`config.mk`:
```
export PLATFORM = sky130hd
export DESIGN_NAME = scba_size_map
export DESIGN_NICKNAME = d
export VERILOG_FILES = /design/src/scba_pkg.sv /design/src/scba_size_map.sv
export SDC_FILE = /design/constraint.sdc
export NUM_CORES = 1
export LEC_CHECK = 0
export BUFFER_PORTS_ARGS = -buffer_cell sky130_fd_sc_hd__buf_2
export CORE_AREA = 5 5 42 44
export DETAILED_ROUTE_END_ITERATION = 8
export DIE_AREA = 0 0 47 49
export SLEW_MARGIN = 5
export SYNTH_ARGS = -nofsm -noshare
export SYNTH_HDL_FRONTEND = slang
export SYNTH_SLANG_ARGS = --single-unit
```
`constraint.sdc`:
```
create_clock -name vclk -period 9.3
set_input_delay 1.86 -clock vclk [all_inputs]
set_output_delay 1.86 -clock vclk [all_outputs]
set_load 0.01 [all_outputs]
```
`src/scba_pkg.sv`:
```
// ----------------------------------------------------------------------------
// Size-class block allocator package
// Shared constants, request and status codes for the allocator.
// ----------------------------------------------------------------------------
`timescale 1ns / 1ps

package scba_pkg;

    localparam int BLOCKS_PER_CLASS = 256;
    localparam int NUM_CLASSES      = 7;
    localparam int MAX_POOL_SIZE    = 4096;

    localparam int MIN_BLOCK_BYTES  = 64;
    localparam int SIZE_W           = 16;
    localparam int CLS_W            = 3;
    localparam int IDX_W            = 8;
    localparam int REF_W            = 8;
    localparam int CFG_W            = 9;
    localparam int NUM_CFG          = 7;
    localparam int CFG_IDX_W        = 3;
    localparam int SCAN_STEPS       = 16;

    localparam int BLK_W            = $clog2(BLOCKS_PER_CLASS + 1);
    localparam int STORE_DEPTH      = NUM_CLASSES * BLOCKS_PER_CLASS;
    localparam int ADDR_W           = $clog2(STORE_DEPTH);

    localparam logic [BLK_W-1:0] EMPTY_MARK = BLK_W'(BLOCKS_PER_CLASS);
    localparam logic [REF_W-1:0] REF_MAX    = '1;

    typedef enum logic [1:0] {
        REQ_ALLOC  = 2'd0,
        REQ_FREE   = 2'd1,
        REQ_ADDREF = 2'd2,
        REQ_NOP    = 2'd3
    } req_type_t;

    typedef enum logic [1:0] {
        ST_OK        = 2'd0,
        ST_EXHAUSTED = 2'd1,
        ST_TOO_LARGE = 2'd2,
        ST_REF_ERR   = 2'd3
    } status_t;

    typedef struct packed {
        logic             too_large;
        logic [CLS_W-1:0] cls;
    } size_map_t;

endpackage

```
`src/scba_size_map.sv`:
```
// ----------------------------------------------------------------------------
// Size-class mapper
// Maps a requested byte size to the smallest size class that fits it.
// ----------------------------------------------------------------------------
`timescale 1ns / 1ps

module scba_size_map
(
    input  logic [scba_pkg::SIZE_W-1:0] req_size,
    output scba_pkg::size_map_t         map
);

    logic [scba_pkg::SCAN_STEPS-1:0] above;
    logic [4:0]                      steps;

    always_comb
    begin
        for (int k = 0; k < scba_pkg::SCAN_STEPS; k++)
        begin
            above[k] = 32'(req_size) > (scba_pkg::MIN_BLOCK_BYTES << k);
        end
        steps = 5'($countones(above));
        map.cls = steps[scba_pkg::CLS_W-1:0];
        map.too_large = (32'(req_size) > scba_pkg::MAX_POOL_SIZE) ||
                        (32'(steps) >= scba_pkg::NUM_CLASSES);
    end

endmodule

```
==> flow_summary_export.csv <==
group,metric,value,unit
synthesis,ys_seq_area_share,0,%
floorplanning,die_w,47,um
cells_and_area,syn_to_final_growth,32.7,%
timing,hold_viol_final,0,
synthesis,synthMuxAreaShare,0,%
timing,fmax,121,MHz
routing,drtIter0Drc,12,
cells_and_area,nets,85,
setup_path,worstSetupPathType,"primary input to output port",
routing,drt-total-wl,858,um
timing,slew_viol_final,0,
synthesis,synth_adder_area_share,39.5,%
floorplanning,core-area,1400,um2
routing,drcViolationCount,0,
synthesis,synth_compound_area_share,25.2,%
grt,grt.overflow.total,0,
timing,setup_violations,0,
pwr,powerDensity,42.1,nW/um2
setup_path,crit_required,7.44,ns
grt,grt_pass1_wl,1.35,mm
synthesis,yosys-top-cells-area,"fa_1 (33%), ha_1 (6.8%), a2111oi_0 (4.8%)",
job,cap_viol_max_count,0,
cells_and_area,drive_gt1_share,47.5,%
place,portBuffers,20,
floorplanning,rows,14,
timing,worst_pin_slew,0.615,ns
cells_and_area,final_util,34.8,%
synthesis,synth_xor_area_share,2.38,%
synthesis,syn_nets,63,
routing,drt_first_pass_iters,4,
place,place_worst_setup_slack,0.998,ns
cells_and_area,seq_cells,0,
floorplanning,initial_core_util,26.3,%
floorplanning,die_h,49,um
pwr,p_leak,0.185,nW
setup_path,cp-start-kind,"primary input",
cells_and_area,nClkBuffers,0,
grt,grt_pass1_vias,339,
routing,wire_per_inst,11.4,um
grt,grtUsageTotal,7.22,%
grt,grt_max_degree,7,
worst_hold_path,hold_class,"primary input to output port",
place,gp_congestion,0.661,
routing,postRouteAntennaNets,0,
synthesis,yosysTopAreaCellShare,32.7,%
synthesis,synthTopCellsByCount,"fa_1 (6), a21oi_1 (3)",
timing,holdWs,4.20,ns
pwr,irDropWorstVdd,0.0235,mV
cts,post-cts-setup-buffers,0,
cells_and_area,diodes,0,
synthesis,synth_top_family_by_area,"adder cells",
setup_path,crit_arrival,6.40,ns
timing,finalSetupTns,0,ns
synthesis,synthSimpleGateAreaFrac,31.0,%
timing,relSlewSlack,58.0,%
timing,timing.final.crit_share,88.9,%
status,status,"complete, no violations",
synthesis,yosysMostFrequentCell,"fa_1",
timing,period_minus_slack,8.26,ns
floorplanning,dieArea,2300,um2
synthesis,synth.distinct_cells,25,
grt,antenna_found_initial,0,
setup_path,crit_fanout,5,
synthesis,synth_cells,39,
timing,worst_slack,1.04,ns
routing,via_count,394,
synthesis,synth.yosys.warnings,0,
floorplanning,num_io_pins,20,
cts,cts_resized,0,
synthesis,syn_avg_cell_area,9.43,um2
timing,rsz0062_at_grt,"false",
synthesis,yosysTopAreaCell,"fa_1",
cells_and_area,regArea,0,um2
synthesis,synth_area,368,um2
setup_path,critPathCaptureType,"output port",
routing,vias_per_cell,5.25,
cts,ctsHoldBuffers,0,
pwr,p_total,0.0000205,W
-- per-stage QoR --
step / cell area, um2 / instances
global placement: 488 / 75
CTS: 488 / 75
finish: 488 / 75
detailed placement: 488 / 75
global route: 488 / 75
floorplan: 368 / 39
-- worst paths after layout --
kind	startpoint	to	slack, ns	cells past startpoint
worst min-delay path	req_size[9]	map[0]	4.20	4
worst max-delay path	req_size[13]	map[3]	1.04	13
-- kinds of logic after synthesis --
| group | count (synthesis) |
|---|---|
| AO/OA/AOI/OAI | 12 |
| adder cells (fa/ha/maj) | 8 |
| AND/OR/NAND/NOR | 16 |
| buffers and inverters | 2 |
| XOR/XNOR | 1 |
-- cell usage in the layout, fill, tap and decap left out, drive strengths merged --
cell type and n:
a2111o 1, a2111oi 2, a211o 1, a211oi 1, a21oi 3, a311o 1
buf 20, fa 6, ha 2, inv 2, nand2 2, nand3b 1
nand4bb 1, nor2 2, nor3 1, nor4 1, o21a 1, o22ai 1
o31ai 1, or2 2, or3 2, or4 4, xnor2 1
-- worst max-delay path, cell delays in order --
cell and delay, ns:
buf_2 0.12, or4_1 0.59, or3_1 0.39, a2111oi_0 0.55, fa_1 0.55, fa_1 0.55
inv_1 0.06, fa_1 0.48, ha_1 0.24, fa_1 0.38, xnor2_1 0.15, a311o_1 0.34
buf_2 0.14
-- routing by layer --
layer / vias up / track usage (%) / routed length, um / part of all wire [%]
met1: 177 / 10.5 / 370 / 43
met4: 0 / 0 / 0 / 0
li1: 199 / - / - / -
met2: 18 / 12.0 / 360 / 42
met5: - / 0 / 0 / 0
met3: 0 / 0.738 / 126 / 15
-- where the power goes --
group          internal (W)  total (W)  switching [W]
Clock                     0          0              0
Sequential                0          0              0
Combinational    0.00000952  0.0000205      0.0000110
-- cell type report --
| cell class | instances | area, um2 |
|---|---|---|
| Multi-Input combinational cell | 37 | 360 |
| Inverter | 2 | 7.51 |
| Timing Repair Buffer | 20 | 100 |
| Fill cell | 159 | 913 |
| Tap cell | 16 | 20.0 |
Power figures use the tool's default switching activity.
